===== src/hdl/lr_pkg.sv =====
// Shared types and constants for the line rasterizer.
package lr_pkg;

   // Fixed payload widths
   localparam int COLOR_BITS = 24;
   localparam int ALPHA_BITS = 8;

   // Alpha value that marks a pixel as drawable
   localparam logic [ALPHA_BITS-1:0] OPAQUE_ALPHA = 8'd255;

   // Request kinds carried on req_type
   typedef enum logic [0:0] {
      REQ_START = 1'b0,
      REQ_STEP  = 1'b1
   } req_kind_type;

   // Controls from the handshake stage to the line engine
   typedef struct packed {
      logic load;
      logic step;
   } lr_ctl_type;

endpackage


===== src/hdl/line_rasterizer.sv =====
// Line rasterizer top level: request register, line setup, line engine and result register.
//
// A start request loads two endpoints, a colour and an alpha and gives no
// result; each step request then gives one pixel of the line, major coordinate
// rising, with last_pixel set on the final one. Steps while no line is active
// give nothing. Requests are taken one per clock: a request is registered, the
// setup or step logic runs between that register and the result register once
// the result register can take a pixel, and the pixel is offered from the result
// register, so a steady stream of steps gives one pixel per clock. The result
// register frees in the same cycle it is taken, so throughput only falls while
// rsp_ready is low.
module line_rasterizer #(
   parameter int COORD_BITS = 12
) (
   input  logic                                clock,
   input  logic                                reset,
   input  logic                                req_valid,
   output logic                                req_ready,
   input  logic                                req_type,
   input  logic signed [COORD_BITS-1:0]        req_x_start,
   input  logic signed [COORD_BITS-1:0]        req_y_start,
   input  logic signed [COORD_BITS-1:0]        req_x_end,
   input  logic signed [COORD_BITS-1:0]        req_y_end,
   input  logic [lr_pkg::COLOR_BITS-1:0]       req_color,
   input  logic [lr_pkg::ALPHA_BITS-1:0]       req_alpha,
   output logic                                rsp_valid,
   input  logic                                rsp_ready,
   output logic signed [COORD_BITS-1:0]        rsp_pixel_x,
   output logic signed [COORD_BITS-1:0]        rsp_pixel_y,
   output logic [lr_pkg::COLOR_BITS-1:0]       rsp_pixel_color,
   output logic                                rsp_draw_enable,
   output logic                                rsp_last_pixel
);
   import lr_pkg::*;

   // Request register
   logic                         req_valid_ff, req_valid_in;
   req_kind_type                 kind_ff;
   logic signed [COORD_BITS-1:0] x_start_ff;
   logic signed [COORD_BITS-1:0] y_start_ff;
   logic signed [COORD_BITS-1:0] x_end_ff;
   logic signed [COORD_BITS-1:0] y_end_ff;
   logic [COLOR_BITS-1:0]        color_ff;
   logic [ALPHA_BITS-1:0]        alpha_ff;

   // Result register
   logic                         rsp_valid_ff, rsp_valid_in;
   logic signed [COORD_BITS-1:0] pixel_x_ff;
   logic signed [COORD_BITS-1:0] pixel_y_ff;
   logic [COLOR_BITS-1:0]        pixel_color_ff;
   logic                         draw_enable_ff;
   logic                         last_pixel_ff;

   logic                         req_take;
   logic                         out_free;
   logic                         stage_fire;
   lr_ctl_type                   ctl;

   logic                         set_steep;
   logic signed [COORD_BITS-1:0] set_major_pos;
   logic signed [COORD_BITS-1:0] set_major_end;
   logic signed [COORD_BITS-1:0] set_minor_pos;
   logic                         set_minor_down;
   logic        [COORD_BITS-1:0] set_major_delta;
   logic        [COORD_BITS-1:0] set_minor_delta;

   logic                         eng_active;
   logic signed [COORD_BITS-1:0] eng_pixel_x;
   logic signed [COORD_BITS-1:0] eng_pixel_y;
   logic [COLOR_BITS-1:0]        eng_pixel_color;
   logic                         eng_draw_enable;
   logic                         eng_last_pixel;

   // Handshake: the working stage moves when the result register can take a pixel
   always_comb begin
      out_free   = !rsp_valid_ff || rsp_ready;
      stage_fire = req_valid_ff && out_free;
      req_ready  = !req_valid_ff || stage_fire;
      req_take   = req_valid && req_ready;
      ctl.load   = stage_fire && (kind_ff == REQ_START);
      ctl.step   = stage_fire && (kind_ff == REQ_STEP) && eng_active;
   end

   // Next valid flags
   always_comb begin
      req_valid_in = req_take ? 1'b1 : (stage_fire ? 1'b0 : req_valid_ff);
      rsp_valid_in = ctl.step ? 1'b1 : (rsp_ready ? 1'b0 : rsp_valid_ff);
   end

   // Hold control flags
   always_ff @(posedge clock) begin
      if (reset) begin
         req_valid_ff <= 1'b0;
         rsp_valid_ff <= 1'b0;
      end else begin
         req_valid_ff <= req_valid_in;
         rsp_valid_ff <= rsp_valid_in;
      end
   end

   // Capture the request payload on transfer
   always_ff @(posedge clock) begin
      if (req_take) begin
         kind_ff    <= req_kind_type'(req_type);
         x_start_ff <= req_x_start;
         y_start_ff <= req_y_start;
         x_end_ff   <= req_x_end;
         y_end_ff   <= req_y_end;
         color_ff   <= req_color;
         alpha_ff   <= req_alpha;
      end
   end

   lr_setup #(
      .COORD_BITS (COORD_BITS)
   ) u_setup (
      .x_start     (x_start_ff),
      .y_start     (y_start_ff),
      .x_end       (x_end_ff),
      .y_end       (y_end_ff),
      .steep       (set_steep),
      .major_pos   (set_major_pos),
      .major_end   (set_major_end),
      .minor_pos   (set_minor_pos),
      .minor_down  (set_minor_down),
      .major_delta (set_major_delta),
      .minor_delta (set_minor_delta)
   );

   lr_engine #(
      .COORD_BITS (COORD_BITS)
   ) u_engine (
      .clock           (clock),
      .reset           (reset),
      .ctl             (ctl),
      .set_steep       (set_steep),
      .set_major_pos   (set_major_pos),
      .set_major_end   (set_major_end),
      .set_minor_pos   (set_minor_pos),
      .set_minor_down  (set_minor_down),
      .set_major_delta (set_major_delta),
      .set_minor_delta (set_minor_delta),
      .set_color       (color_ff),
      .set_alpha       (alpha_ff),
      .active          (eng_active),
      .pixel_x         (eng_pixel_x),
      .pixel_y         (eng_pixel_y),
      .pixel_color     (eng_pixel_color),
      .draw_enable     (eng_draw_enable),
      .last_pixel      (eng_last_pixel)
   );

   // Capture the pixel when a step produces one
   always_ff @(posedge clock) begin
      if (ctl.step) begin
         pixel_x_ff     <= eng_pixel_x;
         pixel_y_ff     <= eng_pixel_y;
         pixel_color_ff <= eng_pixel_color;
         draw_enable_ff <= eng_draw_enable;
         last_pixel_ff  <= eng_last_pixel;
      end
   end

   assign rsp_valid       = rsp_valid_ff;
   assign rsp_pixel_x     = pixel_x_ff;
   assign rsp_pixel_y     = pixel_y_ff;
   assign rsp_pixel_color = pixel_color_ff;
   assign rsp_draw_enable = draw_enable_ff;
   assign rsp_last_pixel  = last_pixel_ff;

endmodule


===== src/hdl/lr_setup.sv =====
// Line setup: major axis choice, endpoint ordering and delta computation.
module lr_setup #(
   parameter int COORD_BITS = 12
) (
   input  logic signed [COORD_BITS-1:0] x_start,
   input  logic signed [COORD_BITS-1:0] y_start,
   input  logic signed [COORD_BITS-1:0] x_end,
   input  logic signed [COORD_BITS-1:0] y_end,
   output logic                         steep,
   output logic signed [COORD_BITS-1:0] major_pos,
   output logic signed [COORD_BITS-1:0] major_end,
   output logic signed [COORD_BITS-1:0] minor_pos,
   output logic                         minor_down,
   output logic        [COORD_BITS-1:0] major_delta,
   output logic        [COORD_BITS-1:0] minor_delta
);
   import lr_pkg::*;

   logic signed [COORD_BITS:0]   dx_diff;
   logic signed [COORD_BITS:0]   dy_diff;
   logic signed [COORD_BITS:0]   dx_neg;
   logic signed [COORD_BITS:0]   dy_neg;
   logic        [COORD_BITS-1:0] dx_abs;
   logic        [COORD_BITS-1:0] dy_abs;
   logic signed [COORD_BITS-1:0] ma0;
   logic signed [COORD_BITS-1:0] ma1;
   logic signed [COORD_BITS-1:0] mi0;
   logic signed [COORD_BITS-1:0] mi1;
   logic                         swap;

   // Absolute deltas, from differences one bit wider to hold the full span
   always_comb begin
      dx_diff = {x_end[COORD_BITS-1], x_end} - {x_start[COORD_BITS-1], x_start};
      dy_diff = {y_end[COORD_BITS-1], y_end} - {y_start[COORD_BITS-1], y_start};
      dx_neg  = -dx_diff;
      dy_neg  = -dy_diff;
      dx_abs  = dx_diff[COORD_BITS] ? dx_neg[COORD_BITS-1:0] : dx_diff[COORD_BITS-1:0];
      dy_abs  = dy_diff[COORD_BITS] ? dy_neg[COORD_BITS-1:0] : dy_diff[COORD_BITS-1:0];
   end

   // Pick the major axis; equal deltas go to y
   always_comb begin
      steep = !(dx_abs > dy_abs);
      if (steep) begin
         ma0         = y_start;
         ma1         = y_end;
         mi0         = x_start;
         mi1         = x_end;
         major_delta = dy_abs;
         minor_delta = dx_abs;
      end else begin
         ma0         = x_start;
         ma1         = x_end;
         mi0         = y_start;
         mi1         = y_end;
         major_delta = dx_abs;
         minor_delta = dy_abs;
      end
   end

   // Order the endpoints so that the major coordinate rises
   always_comb begin
      swap       = ma0 > ma1;
      major_pos  = swap ? ma1 : ma0;
      major_end  = swap ? ma0 : ma1;
      minor_pos  = swap ? mi1 : mi0;
      minor_down = swap ? !(mi1 < mi0) : !(mi0 < mi1);
   end

endmodule


===== src/hdl/lr_engine.sv =====
// Line engine: holds the active line and advances it by one pixel per step.
module lr_engine #(
   parameter int COORD_BITS = 12
) (
   input  logic                             clock,
   input  logic                             reset,
   input  lr_pkg::lr_ctl_type               ctl,
   input  logic                             set_steep,
   input  logic signed [COORD_BITS-1:0]     set_major_pos,
   input  logic signed [COORD_BITS-1:0]     set_major_end,
   input  logic signed [COORD_BITS-1:0]     set_minor_pos,
   input  logic                             set_minor_down,
   input  logic        [COORD_BITS-1:0]     set_major_delta,
   input  logic        [COORD_BITS-1:0]     set_minor_delta,
   input  logic [lr_pkg::COLOR_BITS-1:0]    set_color,
   input  logic [lr_pkg::ALPHA_BITS-1:0]    set_alpha,
   output logic                             active,
   output logic signed [COORD_BITS-1:0]     pixel_x,
   output logic signed [COORD_BITS-1:0]     pixel_y,
   output logic [lr_pkg::COLOR_BITS-1:0]    pixel_color,
   output logic                             draw_enable,
   output logic                             last_pixel
);
   import lr_pkg::*;

   localparam int ACC_BITS = COORD_BITS + 2;

   logic                         line_active_ff, line_active_in;
   logic                         steep_line_ff, steep_line_in;
   logic signed [COORD_BITS-1:0] major_pos_ff, major_pos_in;
   logic signed [COORD_BITS-1:0] major_end_ff, major_end_in;
   logic signed [COORD_BITS-1:0] minor_pos_ff, minor_pos_in;
   logic                         minor_down_ff, minor_down_in;
   logic        [COORD_BITS-1:0] major_delta_ff, major_delta_in;
   logic        [COORD_BITS-1:0] minor_delta_ff, minor_delta_in;
   logic signed [ACC_BITS-1:0]   error_acc_ff, error_acc_in;
   logic [COLOR_BITS-1:0]        line_color_ff, line_color_in;
   logic                         opaque_flag_ff, opaque_flag_in;

   logic                         last;
   logic signed [ACC_BITS-1:0]   acc_sum;
   logic signed [ACC_BITS:0]     acc_twice;
   logic signed [ACC_BITS:0]     major_wide;
   logic                         minor_move;

   // Current pixel from the held state
   always_comb begin
      last        = major_pos_ff >= major_end_ff;
      pixel_x     = steep_line_ff ? minor_pos_ff : major_pos_ff;
      pixel_y     = steep_line_ff ? major_pos_ff : minor_pos_ff;
      pixel_color = line_color_ff;
      draw_enable = opaque_flag_ff;
      last_pixel  = last;
      active      = line_active_ff;
   end

   // Error term for the next pixel
   always_comb begin
      acc_sum    = error_acc_ff + $signed({2'b00, minor_delta_ff});
      acc_twice  = {acc_sum, 1'b0};
      major_wide = $signed({3'b000, major_delta_ff});
      minor_move = acc_twice >= major_wide;
   end

   // Load a new line or advance the active one
   always_comb begin
      line_active_in = line_active_ff;
      steep_line_in  = steep_line_ff;
      major_pos_in   = major_pos_ff;
      major_end_in   = major_end_ff;
      minor_pos_in   = minor_pos_ff;
      minor_down_in  = minor_down_ff;
      major_delta_in = major_delta_ff;
      minor_delta_in = minor_delta_ff;
      error_acc_in   = error_acc_ff;
      line_color_in  = line_color_ff;
      opaque_flag_in = opaque_flag_ff;
      if (ctl.load) begin
         line_active_in = 1'b1;
         steep_line_in  = set_steep;
         major_pos_in   = set_major_pos;
         major_end_in   = set_major_end;
         minor_pos_in   = set_minor_pos;
         minor_down_in  = set_minor_down;
         major_delta_in = set_major_delta;
         minor_delta_in = set_minor_delta;
         error_acc_in   = '0;
         line_color_in  = set_color;
         opaque_flag_in = set_alpha == OPAQUE_ALPHA;
      end else if (ctl.step) begin
         if (last) begin
            line_active_in = 1'b0;
         end else begin
            major_pos_in = major_pos_ff + COORD_BITS'(1);
            if (minor_move) begin
               minor_pos_in = minor_down_ff ? minor_pos_ff - COORD_BITS'(1)
                                            : minor_pos_ff + COORD_BITS'(1);
               error_acc_in = acc_sum - $signed({2'b00, major_delta_ff});
            end else begin
               error_acc_in = acc_sum;
            end
         end
      end
   end

   // Hold line state
   always_ff @(posedge clock) begin
      if (reset) begin
         line_active_ff <= 1'b0;
         steep_line_ff  <= 1'b0;
         major_pos_ff   <= '0;
         major_end_ff   <= '0;
         minor_pos_ff   <= '0;
         minor_down_ff  <= 1'b0;
         major_delta_ff <= '0;
         minor_delta_ff <= '0;
         error_acc_ff   <= '0;
         line_color_ff  <= '0;
         opaque_flag_ff <= 1'b0;
      end else begin
         line_active_ff <= line_active_in;
         steep_line_ff  <= steep_line_in;
         major_pos_ff   <= major_pos_in;
         major_end_ff   <= major_end_in;
         minor_pos_ff   <= minor_pos_in;
         minor_down_ff  <= minor_down_in;
         major_delta_ff <= major_delta_in;
         minor_delta_ff <= minor_delta_in;
         error_acc_ff   <= error_acc_in;
         line_color_ff  <= line_color_in;
         opaque_flag_ff <= opaque_flag_in;
      end
   end

endmodule


===== config.mk =====
export PLATFORM = sky130hd
export DESIGN_NAME = line_rasterizer
export DESIGN_NICKNAME = d
export VERILOG_FILES = /design/src/hdl/lr_pkg.sv /design/src/hdl/line_rasterizer.sv /design/src/hdl/lr_setup.sv /design/src/hdl/lr_engine.sv
export SDC_FILE = /design/constraint.sdc
export NUM_CORES = 1
export LEC_CHECK = 0
export BUFFER_PORTS_ARGS = -buffer_cell sky130_fd_sc_hd__buf_2
export CAP_MARGIN = 20
export CORE_ASPECT_RATIO = 0.8
export CORE_MARGIN = 2
export CORE_UTILIZATION = 54
export CTS_CLUSTER_DIAMETER = 60
export CTS_CLUSTER_SIZE = 20
export DETAILED_ROUTE_END_ITERATION = 10
export HOLD_SLACK_MARGIN = 0.06
export PLACE_DENSITY = 0.82
export SLEW_MARGIN = 0
export SYNTH_ARGS = -nofsm -noshare
export SYNTH_HDL_FRONTEND = slang
export SYNTH_SLANG_ARGS = --single-unit

===== constraint.sdc =====
create_clock -name clock -period 6.7 [get_ports clock]
set_clock_uncertainty 0.05 [all_clocks]
set_input_delay 1.005 -clock clock [delete_from_list [all_inputs] [get_ports clock]]
set_output_delay 1.005 -clock clock [all_outputs]
set_load 0.02 [all_outputs]

==> run summary <==
The run finished with clean final reports. In the post-synthesis netlist, the cell with the most instances is nand2_1. The most critical setup path has its startpoint at x_end_ff[0]$_DFFE_PP_.

The sum of met3 wire segment lengths after detailed routing is 3.00 mm. The number of global-route vias before repair was 10900. Counting along the longest clock path gives a buffer depth of 3. Among all stages on the critical path, the largest delay is contributed by edfxtp_1.

The setup check on the worst reg-to-reg path leaves a slack of 0.13 ns. After synthesis, the cell types taking the most area are edfxtp_1, dfxtp_1, ha_1. The critical path contains buffers and inverters numbering 6 combined. The number of antenna diodes in the final layout is 0. The count of warnings emitted by yosys was 0; the final setup violation count was 0.

By area, the combinational part of the netlist is dominated by compound AO/OA/AOI/OAI gates. The post-synthesis sequential area ratio is 42.9%, and the number of vias after detailed routing is 11600. In this run the power density over the cells is 474 mW/mm². A synthesized cell averages 9.83 µm². The run gives 1 as the deepest level of the CTS H-tree.

The synthesized netlist devotes 11.4% of its cell area to adder and majority cells. The cell area that synthesis handed to floorplanning was 0.0140 mm². The clock input transition at the sequential cells of the worst setup and hold paths came out at 0.08 ns. The final count of hold timing violations is 0, and the mux contribution to synthesized area is 5.87%. Summing all placed instances gives a cell area of 0.0152 mm². TritonCTS built the clock tree. The async set or reset register ratio after synthesis was 0%; the total length of routed met2 wires was 16.2 mm. The run gives 0 as the post-detailed-route DRC marker count. Signal routing reaches up to met5. The share of layout cells above drive strength 1 is 19.6%. For this run, the detailed router's first-pass iteration total came to 6.

The clock drives 235 sinks. Across the VDD grid, the largest voltage drop is 720 µV. The floorplan has 52 rows. The logic depth of the worst setup path including buffers is 29. The run gives 6.85 nW as the reported leakage power.

The boundary pin count came out at 137. The number of pins with negative max-slew slack in the final report was 0; the area inside the core boundary was 0.0254 mm². The clock root buffer is clkbuf_16. Summed over all layers, the routed wires come to 36.6 mm. Fmax: 0.152 GHz.

Per report_power, the combinational group accounts for 62.0% of the total. The largest incremental delay on the critical path was 0.44 ns. The die is 148 µm tall. At the end of routability-driven placement, the weighted congestion stood at 0.966.

In this run the tool buffered the top-level ports with 136 buffer cells. The logs give 20 for the number of clock buffers inserted by TritonCTS and 1635 for the synthesized net count. The completed layout was analyzed and its total power is 7.77 mW.

In this run the critical register-to-register path is launched from x_end_ff[0]$_DFFE_PP_. For the number of antenna violations at the first check in global routing, the log shows 1. The logs give 4.49 mW for the internal power consumption and 0 for the antenna violation net count after detailed routing. The routed length per instance is 19.0 µm.

Dividing the detail-routed via count by the number of cells gives 6.02. The tools report the critical path required time as 7.09 ns. In this run the worst path has a maximum fanout of 28. Counting distinct cell types in the post-synthesis netlist gives 83. The width of the chip came out at 184 µm.

Sorting the synthesized cells by how often they occur yields nand2_1, edfxtp_1, ha_1. Primary flip-flop cell chosen by synthesis mapping: edfxtp_1. For this run, the total global-route usage over all layers was measured as 25.9%.

In this run switching power makes up 42.2% of total power. The initial cell density of the core is 55.2%, and the length of routed wiring on met1 is 16.4 mm. The tools report the net load switching power as 3.28 mW. The most frequent cell on the critical path was ha_1. The final net count is 1796.

The flip-flop and latch count after synthesis was 235; the number of hold buffers added after cts was 0. The tools report the kind of end point of the critical path as a register. The synthesized netlist devotes 17.7% of its cell area to compound gates.

In this run the critical register-to-register path is captured at u_engine.minor_pos_ff[7]$_SDFFE_PP0P_. The basic-gate share of the synthesized area counting and, or, nand and nor cells was 12.8%. The fraction of post-synthesis cell area in the top cell type by area is 28.1%. The time the final worst path needs with I/O delays and setup is 6.57 ns. In this run the worst setup path terminates at u_engine.minor_pos_ff[7]$_SDFFE_PP0P_. By startpoint and endpoint, the worst setup path is classified as reg2reg. The worst path uses 98.1% of the clock period. The cell count after synthesis came out at 1425. The violation count after the first detailed-routing iteration is 1106, and the xor and xnor fraction of the mapped netlist area is 4.66%. The tightest min-delay check is of the reg2reg type. The run gives 0.0164 mm² as the final instance area. The relative slew slack was 27.5%.

The tool flagged a number of max-cap violations equal to 0. The later pin in the worst-skew pair is clocked with a latency of 0.54 ns. Counting cells, the worst reg-to-reg path comes to 29.

edfxtp_1 takes more of the synthesized area than any other cell. The floorplan step defined a die boundary enclosing 0.0273 mm². Grouping stages by cell kind, the critical path spends the most delay in compound AO/OA/AOI/OAI gates. The total overflow left after global routing is 0. STA classifies the critical path startpoint as a register. Yosys mapped a number of flops with a built-in enable equal to 131. Once detailed placement completed, the half-perimeter wirelength came to 26.4 mm.

Relative to the synthesized area, the layout overhead comes to 17.0%. The fraction of power consumed by sequential logic was 22.5%. The first global-routing pass estimated 56.0 mm of wire. The logs give 95 for the maximum number of pins on one net before global-route repair and 15.5% for the share of power burned in the clock network. The transition time at the pin with the least slew margin is 1.08 ns, and the data arrival time of the critical path is 6.97 ns.
cells in the final DEF, fill, tap and decap left out, types with 35 or more instances in the layout:
| cell | n |
|---|---|
| o21ai_0 | 47 |
| nand2_1 | 164 |
| buf_4 | 51 |
| ha_1 | 119 |
| inv_1 | 93 |
| a21oi_1 | 108 |
| xnor2_1 | 35 |
| nor2_1 | 82 |
| a211oi_1 | 37 |
| edfxtp_1 | 131 |
| mux2i_1 | 42 |
| dfxtp_1 | 104 |
| buf_2 | 136 |
power by group through the flow:
stage	registers (mW)	clock network, mW	logic (mW)
after floorplan	1.74	0	2.83
final	1.75	1.21	4.82
after CTS	1.75	1.23	4.44
after global routing	1.76	1.28	5.18
after global placement	1.77	0	3.92
after detailed placement	1.78	0	4.05
per-layer routing:
layer  up-vias  track usage, %
met5         -               0
met4         2            7.04
met3        72            4.92
met2       507            40.6
met1      5472            36.9
li1       5526               -
sequential cells by signal, indices dropped and copies added (netlist names), 8 cells and up:
register / flops
rsp_pixel_y: 12
rsp_pixel_color: 24
y_start_ff: 12
u_engine.major_end_ff: 12
u_engine.major_delta_ff: 12
x_start_ff: 12
x_end_ff: 12
u_engine.minor_pos_ff: 12
u_engine.pixel_color: 24
color_ff: 24
u_engine.error_acc_ff: 14
u_engine.major_pos_ff: 12
rsp_pixel_x: 12
alpha_ff: 8
y_end_ff: 12
u_engine.minor_delta_ff: 12
final cells by class:
type	count	area, µm²
Tap cell	324	405
Timing Repair Buffer	199	1350
Fill cell	1956	8970
Inverter	95	357
Sequential cell	235	6020
Multi-Input combinational cell	1035	7590
Clock inverter	11	126
Clock buffer	25	562
worst min path at each step:
stage	start	endpoint	slack (ns)	cells after the start
after floorplan	u_engine.pixel_color[0]$_SDFFE_PP0P_	rsp_pixel_color[0]$_DFFE_PP_	0.36	0
after global placement	u_engine.pixel_color[11]$_SDFFE_PP0P_	rsp_pixel_color[11]$_DFFE_PP_	0.36	0
after detailed placement	u_engine.pixel_color[10]$_SDFFE_PP0P_	rsp_pixel_color[10]$_DFFE_PP_	0.36	0
after CTS	u_engine.pixel_color[10]$_SDFFE_PP0P_	rsp_pixel_color[10]$_DFFE_PP_	0.38	0
after global routing	u_engine.pixel_color[10]$_SDFFE_PP0P_	rsp_pixel_color[10]$_DFFE_PP_	0.40	0
final	u_engine.pixel_color[10]$_SDFFE_PP0P_	rsp_pixel_color[10]$_DFFE_PP_	0.38	0
through the flow:
step	setup TNS, ns	std cells	setup WS (ns)	util (%)	hold slack [ns]
6_report	0	1924	0.126	64.6	0.383
2_1_floorplan	0	1425	0.255	-	0.358
5_1_grt	-0.811	1924	-0.133	64.6	0.397
3_5_place_dp	-0.386	1866	-0.116	60.0	0.364
4_1_cts	0	1909	0.0164	63.3	0.383
3_3_place_gp	0	1866	0.148	60.0	0.361
timing repair:
item                                    in CTS  in global routing
resized for setup                            7                 39
gates cloned                                 3                  0
pin swaps                                    4                 17
setup buffers                                4                 11
endpoints found under the setup margin       9                 37
cell families after synthesis:
logic type / Yosys count
simple gates: 387
compound gates: 374
flops: 235
buf+inv: 155
fa+ha+maj: 125
mux: 79
xor+xnor: 70
(Power assumes the default switching activity.)
